## src/rtl/mhpq_pkg.sv

```systemverilog
`timescale 1ns / 1ps

package mhpq_pkg;

  // Number of cells, one key per cell
  localparam int unsigned CAPACITY = 64;
  // Entry counter width, wide enough to hold CAPACITY itself
  localparam int unsigned CNT_W    = $clog2(CAPACITY + 1);

  // Field widths fixed by the interface
  localparam int unsigned KEY_W    = 32;
  localparam int unsigned COUNT_W  = 7;
  localparam int unsigned STATUS_W = 2;
  localparam int unsigned OUT_W    = ((KEY_W + COUNT_W + 7) / 8) * 8;

  typedef enum logic {
    OP_INSERT = 1'b0,
    OP_DELETE = 1'b1
  } op_e;

  typedef enum logic [STATUS_W-1:0] {
    ST_OK    = 2'd0,
    ST_FULL  = 2'd1,
    ST_EMPTY = 2'd2
  } status_e;

  // Command broadcast to every cell in the row
  typedef struct packed {
    logic                    ins;
    logic                    del;
    logic signed [KEY_W-1:0] key;
  } cmd_t;

  // What a cell shows its neighbors
  typedef struct packed {
    logic                    valid;
    logic                    keep;  // holds a key >= the incoming key
    logic signed [KEY_W-1:0] val;
  } link_t;

endpackage

```

## src/rtl/mhpq_cell.sv

```systemverilog
`timescale 1ns / 1ps

// One slot of the sorted row. Keys run from largest (cell 0) to smallest.
// Insert: cells holding a key >= the new key stay, the first cell below
// them takes the new key and the rest take their left neighbor's key.
// Delete: every cell takes its right neighbor's key.
module mhpq_cell (
  input  logic              clk_i,
  input  logic              rst_ni,
  input  mhpq_pkg::cmd_t    cmd_i,
  input  mhpq_pkg::link_t   left_i,
  input  mhpq_pkg::link_t   right_i,
  output mhpq_pkg::link_t   link_o
);

  logic                              valid_q, valid_d;
  logic signed [mhpq_pkg::KEY_W-1:0] val_q, val_d;
  logic                              keep;

  // Compare against the incoming key
  assign keep = valid_q && (val_q >= cmd_i.key);

  // Next slot contents
  always_comb begin
    valid_d = valid_q;
    val_d   = val_q;
    if (cmd_i.ins) begin
      valid_d = valid_q | left_i.valid;
      if (!keep) begin
        val_d = left_i.keep ? cmd_i.key : left_i.val;
      end
    end else if (cmd_i.del) begin
      valid_d = right_i.valid;
      val_d   = right_i.val;
    end
  end

  always_ff @(posedge clk_i or negedge rst_ni) begin
    if (!rst_ni) begin
      valid_q <= 1'b0;
    end else begin
      valid_q <= valid_d;
    end
  end

  // Key storage, meaningful only while valid
  always_ff @(posedge clk_i) begin
    val_q <= val_d;
  end

  assign link_o.valid = valid_q;
  assign link_o.keep  = keep;
  assign link_o.val   = val_q;

endmodule

```

## config.mk

```make
export PLATFORM = sky130hd
export DESIGN_NAME = mhpq_cell
export DESIGN_NICKNAME = d
export VERILOG_FILES = /design/src/rtl/mhpq_pkg.sv /design/src/rtl/mhpq_cell.sv
export SDC_FILE = /design/constraint.sdc
export NUM_CORES = 1
export LEC_CHECK = 0
export BUFFER_PORTS_ARGS = -buffer_cell sky130_fd_sc_hd__buf_2
export CAP_MARGIN = 20
export CORE_MARGIN = 2
export CORE_UTILIZATION = 45
export CTS_CLUSTER_SIZE = 25
export DETAILED_ROUTE_END_ITERATION = 8
export PLACE_DENSITY_LB_ADDON = 0.05
export SLEW_MARGIN = 0
export SYNTH_ARGS = -nofsm -noshare
export SYNTH_HDL_FRONTEND = slang
export SYNTH_SLANG_ARGS = --single-unit
```

## constraint.sdc

```tcl
create_clock -name clk_i -period 3.9 [get_ports clk_i]
set_clock_uncertainty 0.15 [all_clocks]
set_input_delay 0.78 -clock clk_i [delete_from_list [all_inputs] [get_ports clk_i]]
set_output_delay 0.78 -clock clk_i [all_outputs]
set_load 0.01 [all_outputs]
```

# Word level (Yosys, flattened, before mapping)
# Index checks and enable logic that the tools add are counted.
[word_totals]
ff_bits = 33
input_bits = 104
out_inout_bits = 34
elab_cells = 14
[classes]
n_lt_le_gt_ge = 1
n_eq_ne = 1
mux = 6
bitwise = 1
reduce_logical = 3
[ops]
columns = ["op", "count"]
rows = [
  ["32-bit two-way mux", 4],
  ["32-bit >= comparator", 1],
  ["1-bit two-way mux", 2],
  ["2-bit inequality test, second input constant", 1],
  ["2-bit AND reduction", 1],
  ["2-bit nonzero test", 1],
  ["1-bit logical AND", 1],
  ["1-bit bitwise OR", 1],
]

# Logic depth before layout (Yosys ltp)
# Gate-level depths: netlist of the first run.
[depth]
depth_word = 4
ltp_mapped = 9
mapped_depth_nobuf = 8

# Least setup slack after synthesis of the first run
# Ideal clock, no wire load.
[synth_path]
path_type = "input port to flip-flop"
from = "input cmd_i[14] (netlist name)"
to = "register val_q[0] (netlist name), enable pin"
setup_time_ns = 0.394
arrival_time_ns = 2.951
required_time_ns = 3.356
setup_slack_ns = 0.405
cell_stages = 8
path_buffers = 0
path_cell_list = "inv_1 > ha_1 > and4_4 > a211oi_2 > o21ai_1 > o31ai_1 > nor3b_2 > o32a_1"
[synth_via]
elab_chain_len = 4
[synth_rtl]
columns = ["item", "line", "rtl"]
rows = [
  ["start: declaration", "mhpq_cell.sv:10", "input mhpq_pkg::cmd_t cmd_i,"],
  ["32-bit >= comparator", "mhpq_cell.sv:21", "assign keep = valid_q && (val_q >= cmd_i.key);"],
  ["1-bit logical AND", "mhpq_cell.sv:21", ""],
  ["2-bit inequality test (no line)", "--", ""],
  ["2-bit AND reduction (no line)", "--", ""],
  ["end signal: assignment", "mhpq_cell.sv:48", "val_q <= val_d;"],
  ["end: declaration", "mhpq_cell.sv:17", "logic signed [mhpq_pkg::KEY_W-1:0] val_q, val_d;"],
]
# No other way between the ends.
# A chain may end at the register's enable or synchronous reset.

==> results of run 1 <==
-- worst max-delay path by stage --
stage	startpoint	endpoint	cells after the start
floorplan	cmd_i[14]	val_q[0]	8
global placement	cmd_i[14]	link_o[32]	10
detailed placement	cmd_i[14]	link_o[32]	10
CTS	cmd_i[14]	link_o[32]	10
global route	cmd_i[14]	link_o[32]	10
finish	cmd_i[14]	link_o[32]	10
-- registers in the layout (all words and copies together), names as in the netlist --
signal and count:
val_q 32, valid_q 1
-- cell usage after synthesis, types with 2 or more instances --
cell type   n  area share
nor2b_1     3      0.0074
buf_2       3      0.0059
clkbuf_1    7       0.010
a211oi_1    2      0.0059
ha_1       32        0.16
nand2_1     8       0.012
a21o_1      2      0.0059
buf_4       2      0.0059
inv_1      32       0.047
edfxtp_1   32        0.38
nor2_1     34       0.050
nand3_1     2      0.0039
a21oi_1    45       0.089
o21ai_0     2      0.0039
nand4_1     4      0.0098
o21ai_1     2      0.0039
a211oi_2    2      0.0098
and4_1      2      0.0069
buf_1       2      0.0030
mux2i_1    32        0.13
-- report_power, final --
group | internal (W) | switching, W
Clock | 0.000120 | 0.000126
Sequential | 0.000446 | 0.0000204
Combinational | 0.000157 | 0.000179
-- placed cells by master (no fill, tap or decap) --
cell type,count
buf_2,136
a21oi_1,45
nor2_1,34
inv_1,32
mux2i_1,32
ha_1,32
edfxtp_1,32
nand2_1,8
clkbuf_8,5
nand4_1,4
nor2b_1,3
buf_4,3
and4_1,2
o21ai_0,2
o21ai_1,2
a211oi_1,2
nand3_1,2
a21o_1,2
a211oi_2,2
clkinv_1,2
nor3_1,1
and4_4,1
and3_1,1
nor4b_2,1
nand2b_1,1
o31ai_2,1
o21a_1,1
o2bb2ai_1,1
o211ai_1,1
or2_1,1
o31ai_1,1
nor3b_2,1
nor3b_1,1
o32a_2,1
clkinv_2,1
dfrtp_1,1
-- critical path: cells and delay by family --
| family | cells | cell delay (ns) |
|---|---|---|
| AOI/OAI and AO/OA | 3 | 0.61 |
| adders and majority gates | 1 | 0.32 |
| buffers and inverters | 3 | 0.27 |
| and+or+nand+nor | 3 | 0.56 |
-- per-layer routing --
metal | part of all wire | up-vias
li1 | - | 1215
met1 | 0.44 | 1007
met2 | 0.46 | 85
met3 | 0.081 | 5
met4 | 0.011 | 0
met5 | 0 | -
-- stage by stage --
stage                     worst slack, ns  hold slack (ns)    util  cells
final                              0.4364           0.1088  0.6132    470
after global routing               0.3127          0.09585  0.6132    470
after floorplan                    0.4047           0.3344       -    265
after detailed placement           0.4415           0.4087  0.5983    462
after CTS                          0.4212          0.09680  0.6132    470
after global placement             0.4482           0.4051  0.5983    462
-- layout make-up --
cell class	instances	area, sq um	area share
sequential	33	985.9	0.2938
tap	72	90.09	0.02685
clock buffer	5	68.82	0.02051
clock inverter	3	12.51	0.003729
timing repair buffer	139	703.2	0.2095
multi-input combinational	186	1375	0.4098
inverter	32	120.1	0.03579
-- logic make-up after synthesis --
| group | share of synthesized area |
|---|---|
| simple gates | 0.1176 |
| flops | 0.3876 |
| mux | 0.1259 |
| buf+inv | 0.07231 |
| fa+ha+maj | 0.1574 |
| compound gates | 0.1392 |
==> results.py, run 1 <==
metrics = {
    "outcome": {
        "status": "completed",
    },
    "routing": {
        "drc_errors": 0,
        "ant_nets": 0,
        "vias": 2312,
        "drt-vias-per-instance": 4.919,
        "drt-total-wl_mm": 5.919,
        "wire_per_inst_microns": 12.59,
        "drt_iter0_markers": 46,
        "dr.pass1.iters": 4,
    },
    "sta": {
        "fmax_mhz": 288.7,
        "setup_viol": 0,
        "timing.final.crit_period_ns": 3.464,
        "tns_ns": 0,
        "drv_slew": 0,
        "rsz0062_at_grt": "false",
        "relSlewSlack": 0.3343,
        "worstMarginPinSlew_ns": 0.9985,
        "period_share": 0.8881,
        "finalHoldViolations": 0,
    },
    "floorplanning": {
        "start_util": 0.4648,
        "die_w_microns": 79.19,
        "num_io_pins": 138,
        "fp.dieH_microns": 79.19,
        "die-area_sq_um": 6270,
        "coreArea_sq_um": 5473,
        "std_cell_rows": 27,
    },
    "worst_setup_path": {
        "max_stage_delay_ns": 0.32,
        "cp_slowest_cell": "ha_1",
        "r2r-start": "val_q[14]",
        "cp.arrival_ns": 2.53,
        "crit_fanout": 3,
        "reg2reg_slack_ns": 1.16,
        "path_class": "in -> out",
        "reg2regPathDepth": 8,
        "cp_common_cell": "buf_2",
        "path_cells": "buf_2 > inv_1 > ha_1 > and4_4 > a211oi_2 > o21ai_1 > o31ai_1 > nor3b_2 > nor3b_1 > buf_2",
        "worstPathRequired_ns": 2.97,
        "startpoint_type": "input port",
        "cp-end-kind": "output port",
        "r2r_end": "val_q[12]",
    },
    "clock_network": {
        "cts_root_buf": "clkbuf_8",
        "post_cts_buffers": 0,
        "numCtsBuffers": 5,
        "cts_tree": "done",
        "clk-insertion-delay-late_ns": 0.28,
        "cts_max_path_buffers": 2,
        "cts_sinks": 33,
        "clk_pin_slew_worst_paths_ns": 0.07,
        "holdBufCountCts": 0,
        "post_cts_resized": 0,
        "htreeDepth": 2,
    },
    "synthesis": {
        "synthArstFlopShare": 0.03030,
        "syn_area_sq_um": 2544,
        "synth_cells": 265,
        "synthesis.nets": 401,
        "synth_seq_area_share": 0.3876,
        "synthFlopType": "edfxtp_1",
        "synth.distinct_cells": 35,
        "synth_warnings": 0,
        "ys_ff_latch": 33,
        "synth_edf_count": 32,
        "syn_avg_cell_area_sq_um": 9.599,
    },
    "global_routing": {
        "grt_util_met2": 0.3169,
        "busiest_layer": "met2",
        "grt_max_degree": 61,
        "track_usage": 0.1931,
        "grt_pass1_wl_mm": 9.480,
        "use_met1": 0.2435,
        "grt_util_met3": 0.04659,
        "grt_remaining_overflow": 0,
        "grt_pass1_vias": 2210,
        "antenna_found_initial": 0,
    },
    "flow_run": {
        "maxCapViolations": 0,
    },
    "layout": {
        "final_nets": 533,
        "syn_to_final_growth_pct": 31.92,
        "antennaDiodeCount": 0,
        "postLayoutCellArea_sq_um": 3356,
        "drive_gt1_frac": 0.3819,
        "fillCellCount": 525,
    },
    "power_and_ir_drop": {
        "p_total_w": 0.001049,
        "powerDensity_nw_per_um2": 312.7,
        "p_leak_nw": 1.738,
        "vdd.ir_drop.worst_v": 0.0001652,
    },
    "placement": {
        "gp_congestion": 0.7280,
        "dpl_cell_area_sq_um": 3274,
        "numPortBuffers": 136,
        "place_hpwl_mm": 4.705,
    },
    "worst_hold_path": {
        "hold_class": "in -> async",
    },
}
Power figures use the tool's default switching activity.
==> run 2: changes to the inputs <==
--- a/config.mk
+++ b/config.mk
@@ -5,6 +5,7 @@
 export SDC_FILE = /design/constraint.sdc
 export NUM_CORES = 1
 export LEC_CHECK = 0
+export ABC_AREA = 1
 export BUFFER_PORTS_ARGS = -buffer_cell sky130_fd_sc_hd__buf_2
 export CAP_MARGIN = 20
 export CORE_MARGIN = 2
==> run 2 against run 1 <==
Sequential share of layout area grew 0.14 points; die area shrank 0.28%; combinational power grew 2%; largest power group unchanged; design area shrank 0.48%; flip-flop and latch count is the same.
==> results.py, run 2 <==
metrics = {
    "outcome": {
        "status": "completed",
    },
    "clock_network": {
        "holdBufCountCts": 0,
        "clk_pin_slew_worst_paths_ns": 0.07,
        "post_cts_resized": 0,
        "numCtsBuffers": 5,
        "cts_max_path_buffers": 2,
        "cts_root_buf": "clkbuf_8",
        "post_cts_buffers": 0,
        "htreeDepth": 2,
        "cts_tree": "done",
        "cts_sinks": 33,
        "clk-insertion-delay-late_ns": 0.28,
    },
    "floorplanning": {
        "die-area_sq_um": 6253,
        "num_io_pins": 138,
        "start_util": 0.4634,
        "std_cell_rows": 27,
        "fp.dieH_microns": 79.08,
        "coreArea_sq_um": 5473,
        "die_w_microns": 79.08,
    },
    "layout": {
        "layout_commonest_cell": "buf_2",
        "largest_registers": "val_q x32, valid_q x1",
        "final_nets": 595,
        "antennaDiodeCount": 0,
        "drive_gt1_frac": 0.3239,
        "syn_to_final_growth_pct": 31.67,
        "largest_reg_flops": 32,
        "largest-register": "val_q",
        "mostFrequentLayoutCells": "buf_2, nand2_1, o21ai_0, inv_1, nor2_1",
        "final_util": 0.6102,
    },
    "synthesis": {
        "synth_warnings": 0,
        "synthArstFlopShare": 0.03030,
        "synth_top_area_frac": 0.3789,
        "synth_cells": 328,
        "yosys.area.top_type": "edfxtp_1",
        "synthFlopType": "edfxtp_1",
        "synth.distinct_cells": 23,
        "synthTopCellsByArea": "edfxtp_1, ha_1, o21ai_0, nand2_1, inv_1",
        "ys_ff_latch": 33,
        "synth.most_common_cell": "nand2_1",
        "syn_area_sq_um": 2536,
        "syn_avg_cell_area_sq_um": 7.732,
        "synth_edf_count": 32,
        "synthesis.nets": 464,
        "synth_seq_area_share": 0.3888,
        "netlist_top_cells_count": "nand2_1, o21ai_0, inv_1",
    },
    "worst_setup_path": {
        "reg2reg_slack_ns": 1.28,
        "crit_fanout": 4,
        "cp_slowest_cell": "ha_1",
        "cp_num_buf_inv": 4,
        "worstPathRequired_ns": 2.97,
        "cp_common_cell": "nand2_1",
        "r2r-start": "val_q[31]",
        "reg2regPathDepth": 12,
        "startpoint_type": "input port",
        "max_stage_delay_ns": 0.33,
        "path_cells": "buf_2 > inv_1 > ha_1 > nand2_1 > nor2_2 > nand2_2 > nor3b_2 > nand2_1 > nand2_1 > nand2_1 > nand3_1 > nand2_1 > inv_1 > buf_2",
        "cp.arrival_ns": 2.27,
        "crit_family": "simple AND/OR/NAND/NOR gates",
        "cp-end-kind": "output port",
        "path_class": "in -> out",
        "r2r_end": "val_q[16]",
    },
    "power_and_ir_drop": {
        "p_leak_nw": 1.777,
        "powerDensity_nw_per_um2": 318.4,
        "vdd.ir_drop.worst_v": 0.0002051,
    },
    "sta": {
        "tns_ns": 0,
        "finalHoldViolations": 0,
        "fmax_mhz": 312.1,
        "rsz0062_at_grt": "false",
        "period_share": 0.8217,
        "drv_slew": 0,
        "holdWs_ns": 0.1041,
        "setup_viol": 0,
        "timing.final.crit_period_ns": 3.205,
        "relSlewSlack": 0.3106,
        "worstMarginPinSlew_ns": 1.033,
    },
    "routing": {
        "drt-total-wl_mm": 6.369,
        "wire_per_inst_microns": 11.97,
        "drt-vias-per-instance": 4.803,
        "dr.pass1.iters": 5,
        "wl_met2_mm": 3.185,
        "drc_errors": 0,
        "dr_wl_met3_microns": 402,
        "drt_iter0_markers": 73,
        "drt-met1-wl_mm": 2.750,
        "vias": 2555,
        "dr.max_layer_used": "met4",
        "ant_nets": 0,
    },
    "placement": {
        "numPortBuffers": 136,
        "place_hpwl_mm": 4.847,
        "gp_congestion": 0.7713,
    },
    "global_routing": {
        "antenna_found_initial": 0,
        "track_usage": 0.2093,
        "grt_max_degree": 36,
        "grt_pass1_vias": 2475,
        "grt_remaining_overflow": 0,
        "grt_pass1_wl_mm": 10.47,
    },
    "worst_hold_path": {
        "hold_class": "in -> async",
    },
    "flow_run": {
        "maxCapViolations": 0,
    },
}
-- run 2: changes by cell type in the layout (fill, tap and decap cells not counted), moves of 2 or more --
cell	change
nand2_1	+61
nor2b_1	-3
o21ai_0	+50
mux2i_1	-32
inv_1	+12
a211oi_2	-2
o21ai_1	+14
and4_1	-2
nor2_1	+5
a211oi_1	-2
a21oi_1	-32
-- run 2: cell families (layout without fill, tap and decap cells) --
| family | after synthesis | in the layout | share of synthesized area |
|---|---|---|---|
| AO/OA/AOI/OAI | 86 | 86 | 0.1756 |
| buffers and inverters | 59 | 191 | 0.09176 |
| adder cells (fa/ha/maj) | 32 | 32 | 0.1579 |
| flip-flops | 33 | 33 | 0.3887 |
| AND/OR/NAND/NOR | 118 | 118 | 0.1860 |
-- run 2: power by group --
| group | total (W) | leakage, nW | internal [W] | switching, W |
|---|---|---|---|---|
| registers | 0.000475 | 0.326 | 0.000452 | 0.0000233 |
| logic | 0.000344 | 1.41 | 0.000149 | 0.000196 |
| clock network | 0.000243 | 0.0430 | 0.000120 | 0.000123 |
| total | 0.00106 | 1.78 | 0.000721 | 0.000342 |
-- run 2: area by class of cell --
cell class | instances | area (sq um)
Clock buffer | 5 | 68.82
Clock inverter | 3 | 12.51
Fill cell | 523 | 2133
Inverter | 45 | 168.9
Multi-Input combinational cell | 236 | 1318
Sequential cell | 33 | 985.9
Tap cell | 72 | 90.09
Timing Repair Buffer | 138 | 695.7
-- run 2: per-layer routing --
metal  vias up  GRT usage
li1       1350          -
met1      1113     0.2351
met2        90     0.4000
met3         2    0.04659
met4         0    0.04655
met5         -          0
-- run 2: through the flow --
step | area (sq um) | power (W) | std cells | setup slack [ns]
finish | 3339 | 0.001063 | 532 | 0.6955
detailed placement | 3258 | 0.0008329 | 524 | 0.6545
global placement | 3258 | 0.0008239 | 524 | 0.6741
global route | 3339 | 0.001143 | 532 | 0.4553
CTS | 3339 | 0.001080 | 532 | 0.6479
floorplan | 2536 | 0.0006872 | 328 | 0.7682
-- run 2: worst max path at each step --
stage / start / end / cells after the start
2_1_floorplan: cmd_i[31] / val_q[0] / 12
3_3_place_gp: cmd_i[31] / link_o[32] / 14
3_5_place_dp: cmd_i[31] / link_o[32] / 14
4_1_cts: cmd_i[31] / link_o[32] / 14
5_1_grt: cmd_i[31] / link_o[32] / 14
6_report: cmd_i[31] / link_o[32] / 14
-- run 2: worst reg2reg max path: stages (launching register included) --
cell and delay (ns):
edfxtp_1 0.40, ha_1 0.35, nand2_1 0.09, nor2_2 0.14
nand2_2 0.07, nor3b_2 0.20, nand2_1 0.09, nand3_1 0.07
nand3_1 0.10, nand2_1 0.09, nand2_1 0.05, nand2_1 0.07
buf_4 0.39
==> run 3: changes to the inputs <==
--- a/config.mk
+++ b/config.mk
@@ -5,11 +5,11 @@
 export SDC_FILE = /design/constraint.sdc
 export NUM_CORES = 1
 export LEC_CHECK = 0
-export ABC_AREA = 1
+export ABC_AREA = 0
 export BUFFER_PORTS_ARGS = -buffer_cell sky130_fd_sc_hd__buf_2
 export CAP_MARGIN = 20
 export CORE_MARGIN = 2
-export CORE_UTILIZATION = 45
+export CORE_UTILIZATION = 41
 export CTS_CLUSTER_SIZE = 25
 export DETAILED_ROUTE_END_ITERATION = 8
 export PLACE_DENSITY_LB_ADDON = 0.05
==> constraint.sdc (replaced) <==
create_clock -name clk_i -period 2.7 [get_ports clk_i]
set_clock_uncertainty 0.15 [all_clocks]
set_input_delay 0.54 -clock clk_i [delete_from_list [all_inputs] [get_ports clk_i]]
set_output_delay 0.54 -clock clk_i [all_outputs]
set_load 0.01 [all_outputs]
==> run 3 against run 2 <==
Largest cell class unchanged; hold slack better by 0.28 ns; the run now ends with negative setup slack left; register-to-register slack worse by 1.3 ns; critical path type is now reg -> out; sequential share of layout area down 1.9 points; routed wire length up 1.3%; sequential power up 43%.
==> results.py, run 3 (same netlist as run 1, synthesis figures left out) <==
metrics = {
    "clock_network": {
        "clk_pin_slew_worst_paths_ns": 0.07,
        "cts_tree": "done",
        "cts_max_path_buffers": 2,
        "numCtsBuffers": 5,
        "clk-insertion-delay-late_ns": 0.28,
        "cts_sinks": 33,
        "htreeDepth": 2,
        "cts_root_buf": "clkbuf_8",
    },
    "worst_setup_path": {
        "max_stage_delay_ns": 0.38,
        "crit_fanout": 2,
        "reg2regPathDepth": 9,
        "reg2reg_slack_ns": -0.02,
        "cp_slowest_cell": "edfxtp_1",
        "worstPathRequired_ns": 2.01,
        "r2r-start": "val_q[31]",
        "r2r_end": "val_q[20]",
        "path_cells": "ha_1 > nand4_1 > nor4b_4 > or2_1 > o31ai_2 > nor3b_2 > nor3b_2 > buf_2",
        "startpoint_type": "register",
        "cp.arrival_ns": 2.23,
        "cp-end-kind": "output port",
        "cp_common_cell": "nor3b_2",
        "path_class": "reg -> out",
    },
    "layout": {
        "fin_cells": 487,
        "drive_gt1_frac": 0.4053,
        "syn_to_final_growth_pct": 40.09,
        "largest_registers": "val_q x32, valid_q x1",
        "layout_commonest_cell": "buf_2",
        "largest-register": "val_q",
        "fillCellCount": 577,
        "mostFrequentLayoutCells": "buf_2, a21oi_1, nor2_1",
        "postLayoutCellArea_sq_um": 3563,
        "final_nets": 547,
        "register_area_sq_um": 985.9,
        "multi_input_area_sq_um": 1418,
        "antennaDiodeCount": 0,
        "largest_reg_flops": 32,
    },
    "power_and_ir_drop": {
        "power_switching_w": 0.0004889,
        "vdd.ir_drop.worst_v": 0.0002337,
        "seq_power_share": 0.425,
        "power_frac_clock": 0.227,
        "p_leak_nw": 1.844,
        "powerDensity_nw_per_um2": 447.5,
        "switching_share": 0.3066,
        "internal_power_w": 0.001106,
        "power_frac_comb": 0.348,
    },
    "floorplanning": {
        "coreArea_sq_um": 5956,
        "die_w_microns": 82.77,
        "fp.dieH_microns": 82.77,
        "std_cell_rows": 28,
        "start_util": 0.4271,
        "num_io_pins": 138,
        "die-area_sq_um": 6850,
    },
    "sta": {
        "rsz0062_at_grt": "true",
        "relSlewSlack": 0.6697,
        "setup_viol": 24,
        "timing.final.crit_period_ns": 2.919,
        "fmax_mhz": 342.6,
        "worstMarginPinSlew_ns": 0.4954,
        "finalHoldViolations": 0,
        "drv_slew": 0,
        "period_share": 1.081,
        "fin_ws_ns": -0.2192,
    },
    "routing": {
        "drt-total-wl_mm": 6.450,
        "wire_per_inst_microns": 13.24,
        "dr.pass1.iters": 4,
        "ant_nets": 0,
        "drt_iter0_markers": 37,
        "drc_errors": 0,
        "drt-vias-per-instance": 4.910,
        "vias": 2391,
    },
    "outcome": {
        "status": "finished with violations",
        "violations": "negative setup slack",
    },
    "global_routing": {
        "grt_max_degree": 46,
        "antenna_found_initial": 0,
        "grt_pass1_wl_mm": 9.811,
        "grt_remaining_overflow": 0,
        "grt_pass1_vias": 2293,
        "track_usage": 0.1888,
    },
    "worst_hold_path": {
        "hold_class": "in -> reg",
        "min_to": "valid_q",
        "hp-start": "left_i[33]",
        "hold_depth": 3,
    },
    "flow_run": {
        "maxCapViolations": 0,
    },
    "placement": {
        "numPortBuffers": 136,
        "gp_congestion": 0.7511,
        "dpl_cell_area_sq_um": 3402,
        "place_hpwl_mm": 5.069,
        "place_inst": 475,
    },
}
## run 3: layer usage
metal	track usage	wire length [microns]
met1	0.2280	2895
met2	0.3331	2991
met3	0.04457	472
met4	0.05574	91
met5	0	0
## run 3: power by group through the flow
| stage | sequential, W | combinational, W | clock [W] |
|---|---|---|---|
| finish | 0.000678 | 0.000555 | 0.000362 |
| global route | 0.000686 | 0.000627 | 0.000401 |
| CTS | 0.000678 | 0.000539 | 0.000379 |
| detailed placement | 0.000688 | 0.000533 | 0 |
| global placement | 0.000685 | 0.000524 | 0 |
| floorplan | 0.000715 | 0.000263 | 0 |
## run 3: repair_timing
action,in CTS,in global routing
endpoints found under the hold margin,1,0
setup endpoints to repair,1,33
buffers inserted,0,2
pin swaps,0,7
hold buffers,1,0
gates cloned,0,1
resized for setup,1,3
## run 3: critical path: cells and delay by family (launching register included)
kind / cells / cell delay, ns
AND/OR/NAND/NOR: 5 / 1.02
flip-flops: 1 / 0.38
adder cells (fa/ha/maj): 1 / 0.32
buffers and inverters: 1 / 0.15
AO/OA/AOI/OAI: 1 / 0.07
## run 3: worst max-delay path by stage
stage                     startpoint         end  slack, ns  depth (start not counted)
after floorplan            cmd_i[14]  link_o[32]       0.01                          9
after global routing       val_q[30]  link_o[32]      -0.35                          8
after CTS                  val_q[19]  link_o[32]      -0.29                          8
after detailed placement   cmd_i[19]  link_o[32]      -0.25                         10
final                      val_q[31]  link_o[32]      -0.22                          8
after global placement     cmd_i[19]  link_o[32]      -0.25                         10
## run 3: layout make-up
| type | instances | area share |
|---|---|---|
| clock buffer | 8 | 0.02247 |
| tap | 75 | 0.02633 |
| timing repair buffer | 153 | 0.2430 |
| multi-input combinational | 186 | 0.3978 |
| inverter | 32 | 0.03371 |
| sequential | 33 | 0.2767 |
## run 3: through the flow
step,hold slack [ns],utilization,setup slack [ns],setup TNS [ns],total power (W)
6_report,0.3793,0.5983,-0.2192,-0.5145,0.001594
5_1_grt,0.3987,0.5983,-0.3515,-3.686,0.001714
4_1_cts,0.3729,0.5884,-0.2940,-0.2940,0.001596
3_5_place_dp,0.1659,0.5712,-0.2485,-7.000,0.001222
3_3_place_gp,0.1647,0.5712,-0.2537,-6.787,0.001209
2_1_floorplan,0.09441,-,0.01083,0,0.0009788
